File: src/b64e_pkg.sv
// Shared types, codes and the alphabet lookup of the Base64 stream encoder.
package b64e_pkg;

  // Input item: one raw message byte and its end-of-message flag
  typedef struct packed {
    logic [7:0] data_byte;
    logic       last_byte;
  } in_item_t;

  // Result item: one encoded character and its end-of-message flag
  typedef struct packed {
    logic [7:0] out_char;
    logic       out_last;
  } out_item_t;

  // Work handed from front to back: up to four characters for one byte
  typedef struct packed {
    logic [3:0][7:0] chars;
    logic [1:0]      last_idx;
    logic            fin;
  } cmd_t;

  // Position of the next byte within its three-byte group
  localparam logic [1:0] PH_FIRST  = 2'd0;
  localparam logic [1:0] PH_SECOND = 2'd1;
  localparam logic [1:0] PH_THIRD  = 2'd2;

  localparam logic [7:0] PAD_CHAR = 8'h3D;

  // Standard alphabet: A-Z, a-z, 0-9, '+', '/'
  function automatic logic [7:0] enc_sextet(input logic [5:0] v);
    logic [7:0] w;
    logic [7:0] c;
    w = {2'b00, v};
    if (v < 6'd26) begin
      c = 8'h41 + w;
    end else if (v < 6'd52) begin
      c = 8'h61 + w - 8'd26;
    end else if (v < 6'd62) begin
      c = 8'h30 + w - 8'd52;
    end else if (v == 6'd62) begin
      c = 8'h2B;
    end else begin
      c = 8'h2F;
    end
    return c;
  endfunction

endpackage

File: src/b64e_front.sv
// Front end: takes bytes, tracks group phase and leftover bits, builds character commands.
module b64e_front (
  input  logic               clk,
  input  logic               rst_n,
  input  logic               push,
  input  b64e_pkg::in_item_t in_item,
  output b64e_pkg::cmd_t     cmd
);

  logic [1:0] phase_r, phase_nxt;
  logic [3:0] carry_r, carry_nxt;
  logic [7:0] b;

  assign b = in_item.data_byte;

  // Classify the byte by phase and form its characters
  always_comb begin
    cmd       = '0;
    cmd.fin   = in_item.last_byte;
    phase_nxt = b64e_pkg::PH_FIRST;
    carry_nxt = '0;
    unique case (phase_r)
      b64e_pkg::PH_SECOND: begin
        cmd.chars[0] = b64e_pkg::enc_sextet({carry_r[1:0], b[7:4]});
        if (in_item.last_byte) begin
          cmd.chars[1] = b64e_pkg::enc_sextet({b[3:0], 2'b00});
          cmd.chars[2] = b64e_pkg::PAD_CHAR;
          cmd.last_idx = 2'd2;
        end else begin
          cmd.last_idx = 2'd0;
          carry_nxt    = b[3:0];
          phase_nxt    = b64e_pkg::PH_THIRD;
        end
      end
      b64e_pkg::PH_THIRD: begin
        cmd.chars[0] = b64e_pkg::enc_sextet({carry_r, b[7:6]});
        cmd.chars[1] = b64e_pkg::enc_sextet(b[5:0]);
        cmd.last_idx = 2'd1;
      end
      default: begin
        // first byte of a group (the unused phase code behaves alike)
        cmd.chars[0] = b64e_pkg::enc_sextet(b[7:2]);
        if (in_item.last_byte) begin
          cmd.chars[1] = b64e_pkg::enc_sextet({b[1:0], 4'b0000});
          cmd.chars[2] = b64e_pkg::PAD_CHAR;
          cmd.chars[3] = b64e_pkg::PAD_CHAR;
          cmd.last_idx = 2'd3;
        end else begin
          cmd.last_idx = 2'd0;
          carry_nxt    = {2'b00, b[1:0]};
          phase_nxt    = b64e_pkg::PH_SECOND;
        end
      end
    endcase
  end

  // Phase and leftover bits advance on each accepted item
  always_ff @(posedge clk) begin
    if (!rst_n) begin
      phase_r <= b64e_pkg::PH_FIRST;
      carry_r <= '0;
    end else if (push) begin
      phase_r <= phase_nxt;
      carry_r <= carry_nxt;
    end
  end

endmodule

File: src/b64e_queue.sv
// Small command queue between front and back ends.
module b64e_queue #(
  parameter int QDEPTH = 2
) (
  input  logic           clk,
  input  logic           rst_n,
  input  logic           push,
  input  b64e_pkg::cmd_t push_cmd,
  input  logic           pop,
  output logic           full,
  output logic           head_valid,
  output b64e_pkg::cmd_t head_cmd
);

  localparam int PW = (QDEPTH > 1) ? $clog2(QDEPTH) : 1;
  localparam int CW = $clog2(QDEPTH + 1);
  localparam logic [PW-1:0] PTR_LAST = PW'(QDEPTH - 1);
  localparam logic [CW-1:0] CNT_FULL = CW'(QDEPTH);

  b64e_pkg::cmd_t entry_r [QDEPTH];
  logic [PW-1:0] wr_ptr_r, rd_ptr_r;
  logic [CW-1:0] count_r;

  assign full       = (count_r == CNT_FULL);
  assign head_valid = (count_r != '0);
  assign head_cmd   = entry_r[rd_ptr_r];

  // Entry storage
  always_ff @(posedge clk) begin
    if (push) begin
      entry_r[wr_ptr_r] <= push_cmd;
    end
  end

  // Pointers and fill count
  always_ff @(posedge clk) begin
    if (!rst_n) begin
      wr_ptr_r <= '0;
      rd_ptr_r <= '0;
      count_r  <= '0;
    end else begin
      if (push) begin
        wr_ptr_r <= (wr_ptr_r == PTR_LAST) ? '0 : wr_ptr_r + 1'b1;
      end
      if (pop) begin
        rd_ptr_r <= (rd_ptr_r == PTR_LAST) ? '0 : rd_ptr_r + 1'b1;
      end
      if (push && !pop) begin
        count_r <= count_r + 1'b1;
      end else if (pop && !push) begin
        count_r <= count_r - 1'b1;
      end
    end
  end

endmodule

File: src/b64e_back.sv
// Back end: emits the characters of each command into an output register, one per cycle unless stalled.
module b64e_back (
  input  logic                clk,
  input  logic                rst_n,
  input  logic                head_valid,
  input  b64e_pkg::cmd_t      head_cmd,
  output logic                pop,
  output logic                out_valid,
  input  logic                out_ready,
  output b64e_pkg::out_item_t out_item
);

  logic [1:0]          idx_r, idx_nxt;
  logic                out_valid_r, out_valid_nxt;
  b64e_pkg::out_item_t out_item_r;
  logic                load;
  logic                at_end;

  assign out_valid = out_valid_r;
  assign out_item  = out_item_r;

  // Load the next character whenever the output register is free or draining
  assign load    = head_valid && (!out_valid_r || out_ready);
  assign at_end  = (idx_r == head_cmd.last_idx);
  assign pop     = load && at_end;
  assign idx_nxt = at_end ? 2'd0 : idx_r + 2'd1;

  always_comb begin
    if (load) begin
      out_valid_nxt = 1'b1;
    end else if (out_ready) begin
      out_valid_nxt = 1'b0;
    end else begin
      out_valid_nxt = out_valid_r;
    end
  end

  // Control state
  always_ff @(posedge clk) begin
    if (!rst_n) begin
      idx_r       <= '0;
      out_valid_r <= 1'b0;
    end else begin
      out_valid_r <= out_valid_nxt;
      if (load) begin
        idx_r <= idx_nxt;
      end
    end
  end

  // Output payload
  always_ff @(posedge clk) begin
    if (load) begin
      out_item_r.out_char <= head_cmd.chars[idx_r];
      out_item_r.out_last <= head_cmd.fin && at_end;
    end
  end

endmodule

File: src/base64_stream_encoder_top.sv
// Top level of the streaming Base64 encoder (standard alphabet, '=' padding).
//
//   channel | direction | payload              | handshake
//   in_     | input     | in_item_t  (byte)    | in_valid / in_ready
//   out_    | output    | out_item_t (char)    | out_valid / out_ready
//
// Each byte yields one to four characters (4 per 3 bytes in a running message, up to 4
// on the last byte); the back end emits one character per cycle while out_ready does
// not hold the output register.
// An accepted byte passes through a queue entry and then the output register.
// Synchronous active-low reset clears phase, queue and output valid.
// The queue holds QDEPTH commands, so while out_ready is low the input takes about
// QDEPTH more bytes and then stalls until a command drains.
module base64_stream_encoder_top #(
  parameter int QDEPTH = 2
) (
  input  logic                clk,
  input  logic                rst_n,
  input  logic                in_valid,
  output logic                in_ready,
  input  b64e_pkg::in_item_t  in_item,
  output logic                out_valid,
  input  logic                out_ready,
  output b64e_pkg::out_item_t out_item
);

  logic           push, pop, full, head_valid;
  b64e_pkg::cmd_t cmd, head_cmd;

  assign in_ready = !full;
  assign push     = in_valid && in_ready;

  // Byte classification and character forming
  b64e_front u_front (
    .clk     (clk),
    .rst_n   (rst_n),
    .push    (push),
    .in_item (in_item),
    .cmd     (cmd)
  );

  // Decoupling queue
  b64e_queue #(
    .QDEPTH (QDEPTH)
  ) u_queue (
    .clk        (clk),
    .rst_n      (rst_n),
    .push       (push),
    .push_cmd   (cmd),
    .pop        (pop),
    .full       (full),
    .head_valid (head_valid),
    .head_cmd   (head_cmd)
  );

  // Character serialiser
  b64e_back u_back (
    .clk        (clk),
    .rst_n      (rst_n),
    .head_valid (head_valid),
    .head_cmd   (head_cmd),
    .pop        (pop),
    .out_valid  (out_valid),
    .out_ready  (out_ready),
    .out_item   (out_item)
  );

endmodule
File: config.mk
export PLATFORM = sky130hd
export DESIGN_NAME = base64_stream_encoder_top
export DESIGN_NICKNAME = d
export VERILOG_FILES = /design/src/b64e_pkg.sv /design/src/b64e_front.sv /design/src/b64e_queue.sv /design/src/b64e_back.sv /design/src/base64_stream_encoder_top.sv
export SDC_FILE = /design/constraint.sdc
export NUM_CORES = 1
export LEC_CHECK = 0
export BUFFER_PORTS_ARGS = -buffer_cell sky130_fd_sc_hd__buf_2
export CORE_ASPECT_RATIO = 0.75
export CORE_MARGIN = 4
export CORE_UTILIZATION = 25
export DETAILED_ROUTE_END_ITERATION = 6
export SETUP_SLACK_MARGIN = 0.15
export SLEW_MARGIN = 25
export SYNTH_ARGS = -nofsm -noshare
export SYNTH_HDL_FRONTEND = slang
export SYNTH_HIERARCHICAL = 1
export SYNTH_SLANG_ARGS = --single-unit
File: constraint.sdc
create_clock -name clk -period 4.1 [get_ports clk]
set_input_delay 0.615 -clock clk [delete_from_list [all_inputs] [get_ports clk]]
set_output_delay 0.615 -clock clk [all_outputs]
set_load 0.05 [all_outputs]
== After elaboration in Yosys (flattened, before gate mapping) ==
Memories as Yosys holds them, arrays and structs flattened. A register that Yosys moved wholly into a read port is not among the register bits.
Cells that the tools add are included.
Storage, ports and cells
  flip-flop bits (word level): 22
  input port bits: 13
  output and inout bits: 11
  word-level logic and storage cells: 135
  memories: 1
  RAM bits: 66
Memory list
  u_queue.entry_r: words 2, bits a word 33, rd ports 1, clocked after Yosys merged registers in 1, wr ports 1, line b64e_queue.sv:20  | b64e_pkg::cmd_t entry_r [QDEPTH];
Operators by class
  equality and inequality tests: 8
  reductions and logical operators: 15
  magnitude comparators: 19
  $add $sub $neg: 35
  muxes and demuxes: 48
Operator list (number)
  8-bit two-way mux: 19
  7-bit by 6-bit adder with 8-bit output (first input constant): 12
  6-bit less-than comparator (second input constant): 12
  8-bit by 5-bit subtractor with 8-bit output (second input constant): 6
  8-bit by 6-bit subtractor with 8-bit output (second input constant): 6
  6-bit by 6-bit adder with 7-bit output (first input constant): 6
  6-bit by 5-bit less-than comparator with 1-bit output (second input constant): 6
  18-bit case mux with 2 select lines: 1
  6-bit == test (second input constant): 4
  22-bit two-way mux: 1
  8-bit binary-select mux with 2-bit select: 1
  8-bit case mux with 2 select lines: 1
  14-bit two-way mux: 1
  2-bit two-way mux: 7
  3-bit two-way mux: 4
  1-bit two-way mux: 9
  4-bit case mux with 2 select lines: 1
  1-bit logical AND: 6
  6-bit two-way mux: 1
  2-bit nonzero test: 3
  2-bit by 1-bit adder with 2-bit output (second input constant): 2
  2-bit == test (second input constant): 2
  1-bit logical NOT: 4
  4-bit two-way mux: 1
  8 further kinds: 9

== Longest topological paths before layout ==
  word-level depth: 7
  mapped depth: 10
  mapped depth without buffers: 8

== Hierarchy ==
Netlist, hierarchy kept.
Modules (own cells, without submodules)
  b64e_queue: instances 1, cells an instance 131, area each 2756.4 um^2, seq. area each 2202.1 um^2
  b64e_front: instances 1, cells an instance 357, area each 2362.3 um^2, seq. area each 120.1 um^2
  b64e_back: instances 1, cells an instance 41, area each 664.4 um^2, seq. area each 330.3 um^2
  base64_stream_encoder_top: instances 1, cells an instance 2, area each 10.0 um^2, seq. area each 0.0 um^2

== Least setup slack after synthesis ==
Ideal clock, no wire load.
  path kind: input port to flip-flop
  from: input port in_valid
  to: memory u_queue/entry_r[0][0] (netlist bit), enable pin
  path buffers: 0
  stages on the path: 2
  data arrival time: 2507 ps
  path slack: 1160 ps
  path through: nor2b_1 > nor2b_1
Between the ends
  word-level cells in the longest chain between the ends: 3
RTL lines
  start, declared: line base64_stream_encoder_top.sv:19  | input logic in_valid,
  1-bit logical AND: line base64_stream_encoder_top.sv:31  | assign push = in_valid && in_ready;
  1-bit two-way mux: line b64e_queue.sv:30  | if (push) begin
  1-bit two-way mux (implied by the code): line b64e_queue.sv:31  | entry_r[wr_ptr_r] <= push_cmd;
  end, declared: line b64e_queue.sv:20
Every way passes these cells.

==> results.ini <==
[timing]
fmax_ghz = 0.345
layout_min_cycle_time_ps = 2900
rsz0062_at_grt = no
setup_viol = 0
hold_violations = 0
fin_setup_tns_ps = 0
slew_headroom_pct = 44.2
skew_ps = 6.19
report.final.slew_viol_count = 0
tightestPinTransition_ps = 837
post-route-period-util_pct = 70.7
whs_ps = 495

[cts]
ctsResizeCount = 0
post_cts.repair.setup_buffers = 0
cts.clk_slew.worst_paths_ps = 60
cts_root_buffer = clkbuf_16
ctsHoldBuffers = 0
clock_path_buffers = 2
htree_levels = 3
cts.sinks = 93
clkLatencyLatePin_ps = 340
cts_tree = yes
cts_made_buffers = 9

[critical_path]
cp.depth = 6
timing.critical_path.buf_inv = 0
worstRegToRegCells = 6
cp-startpoint = u_front/carry_r[1]$_SDFFE_PN0P_
startpoint_type = flop
timing.rr.end = u_queue/entry_r[1][10]$_DFFE_PP_
crit_path_end = u_queue/entry_r[1][10]$_DFFE_PP_
crit_fanout = 17
critical_path.most_common_cell = o21ai_1
r2r-start = u_front/carry_r[1]$_SDFFE_PN0P_
path_cells = ha_1 > nor2b_1 > nand3_1 > o21ai_1 > a32oi_1 > o21ai_1
critPathKind = flop to flop
cp-end-kind = flop
crit_family = simple AND/OR/NAND/NOR gates
cpPeakStageDelay_ps = 710
ff2ff_setup_slack_ps = 1200
cp_slowest_cell = dfxtp_1
cp.arrival_ps = 3020
cp_data_required_time_ps = 4220

[floorplanning]
rows = 47
dieArea_um2 = 25700
initial_core_util_pct = 25.9
die-height_um = 140
core-area_um2 = 22400
die_width_um = 184
num_io_pins = 24

[routing]
viasPerCell = 5.03
wl_per_cell_um = 16.7
drc = 0
vias = 4145
dr.pass1.iters = 5
initialDrtViolationCount = 461
postRouteAntennaNets = 0
wl_met3_mm = 1.13
met2_length_mm = 5.61
top_layer = met4
finalWirelength_mm = 13.8
wl_met1_mm = 6.88

[cells_and_area]
nFillCells = 2298
finalNetCount = 562
num_antenna_cells = 0
area_delta_synth_final_pct = 9.52
stdcell_area_um2 = 6340
final_layout_size_suffix_gt1_share_pct = 17.7
final_cells = 824

[logic_synthesis]
async_flop_share_pct = 0
ys_warn_count = 6
avgSynthCellArea_um2 = 10.9
ys_types = 63
yosys_most_used_dff = edfxtp_1
synth_largest_area_cell = edfxtp_1
synth_most_common_cell = edfxtp_1
synthTopCellsByArea = edfxtp_1, mux2_2, ha_1, dfxtp_1, o21ai_0
synth_top_cell_area_share_pct = 41.0
synth.top_cells.by_count = edfxtp_1, mux2_2, nand2_1
ys_seq_elements = 93
synth_edf_count = 79
syn_inst = 531
seq_area_frac_synth_pct = 45.8
synth_area_um2 = 5790

[global_routing]
grt_max_degree = 36
overflow = 0
antenna_found_initial = 0
grt_pass1_wl_mm = 22.0
grtUsageTotal_pct = 10.8
grt_pass1_vias = 3901

[power_and_ir_drop]
power_density_nw_per_um2 = 516
cellLeakagePower_uw = 0.00216
peakVddDrop_v = 0.000273

[hold_path]
min_path_type = flop to flop

[placed_design]
io_buffers = 23
detailed_place.area_um2 = 6040
place_congestion = 0.915
dp_hpwl_mm = 9.79
dp_cells = 809

[status]
status = complete, no violations

[job]
cap_viol_max_count = 0

==> kinds of logic after synthesis <==
kind of cell    after synthesis  synth area share (%)
xor+xnor                     17                  2.57
buf+inv                      70                  6.48
compound gates              123                  14.3
mux                          53                  11.9
flops                        93                  45.8
other cells                   1                0.0647
simple gates                151                  14.0
fa+ha+maj                    23                  4.97
==> routing by layer <==
metal	vias up	global-route usage, %
met2	146	14.6
met1	2021	16.5
met4	0	2.22
li1	1962	-
met5	-	0
met3	16	3.57
==> final cells by class <==
class / instances / area, µm² / share of cell area, %
timing repair buffer: 27 / 145 / 2.29
inverter: 22 / 82.6 / 1.30
clock buffer: 10 / 229 / 3.61
tap: 294 / 368 / 5.80
clock inverter: 5 / 76.3 / 1.20
sequential: 93 / 2650 / 41.8
multi-input combinational: 373 / 2790 / 44.0
==> power breakdown <==
group	internal, µW	total, µW	switching [µW]
Sequential	1270	1360	96.9
Clock	527	852	325
Combinational	409	1060	650
==> how the worst min path moves through the flow <==
| stage | startpoint | end | slack (ps) | cells past startpoint |
|---|---|---|---|---|
| after global routing | u_queue/count_r[1]$_SDFFE_PN0P_ | u_queue/count_r[1]$_SDFFE_PN0P_ | 530 | 2 |
| after floorplan | u_queue/count_r[1]$_SDFFE_PN0P_ | u_queue/count_r[1]$_SDFFE_PN0P_ | 460 | 2 |
| after CTS | u_queue/count_r[1]$_SDFFE_PN0P_ | u_queue/count_r[1]$_SDFFE_PN0P_ | 500 | 2 |
| after detailed placement | u_queue/count_r[1]$_SDFFE_PN0P_ | u_queue/count_r[1]$_SDFFE_PN0P_ | 490 | 2 |
| final | u_queue/count_r[1]$_SDFFE_PN0P_ | u_queue/count_r[1]$_SDFFE_PN0P_ | 500 | 2 |
| after global placement | u_queue/count_r[1]$_SDFFE_PN0P_ | u_queue/count_r[1]$_SDFFE_PN0P_ | 490 | 2 |
==> sequential cells by signal (all words and copies together) (netlist names), named ones only <==
name and flops:
u_queue/wr_ptr_r 1, u_queue/entry_r 70, u_queue/count_r 2, u_back/out_valid 1, u_front/carry_r 4, u_back/out_item 9, u_queue/rd_ptr_r 1, u_back/idx_r 2
u_front/phase_r 2
==> worst reg2reg max path, delay by kind of cell, from the launching register on <==
family / cells / cell delay [ps]
simple gates: 2 / 800
flops: 1 / 710
compound gates: 3 / 690
fa+ha+maj: 1 / 470
==> layout by cell type, fill, tap and decap left out, types with 4 or more instances in the layout <==
cell type and instances:
nor2_1 17, clkbuf_16 9, nand2_1 31, a221oi_1 5, xor2_1 7, o31ai_1 7
o21ai_0 28, nand3_1 25, nor3_1 8, mux2i_1 7, a31oi_1 11, buf_4 4
mux4_2 5, conb_1 6, inv_1 19, edfxtp_1 79, and2_1 15, o211ai_1 10
mux2_2 38, nor2b_1 14, nand2b_1 11, a21oi_1 13, a211oi_1 5, dfxtp_1 14
nor3b_1 4, o21ai_1 8, ha_1 23, xnor2_1 10, buf_2 23, or3_1 5
a21o_1 4
==> through the flow <==
step	util (%)	worst slack, ps	total power (µW)
floorplan	-	1160	2220
CTS	28.3	1330	3320
detailed placement	27.0	1040	2450
global route	28.3	998	3450
global placement	27.0	1040	2450
finish	28.3	1200	3270
Note: power is estimated with default switching activity, not from simulation.
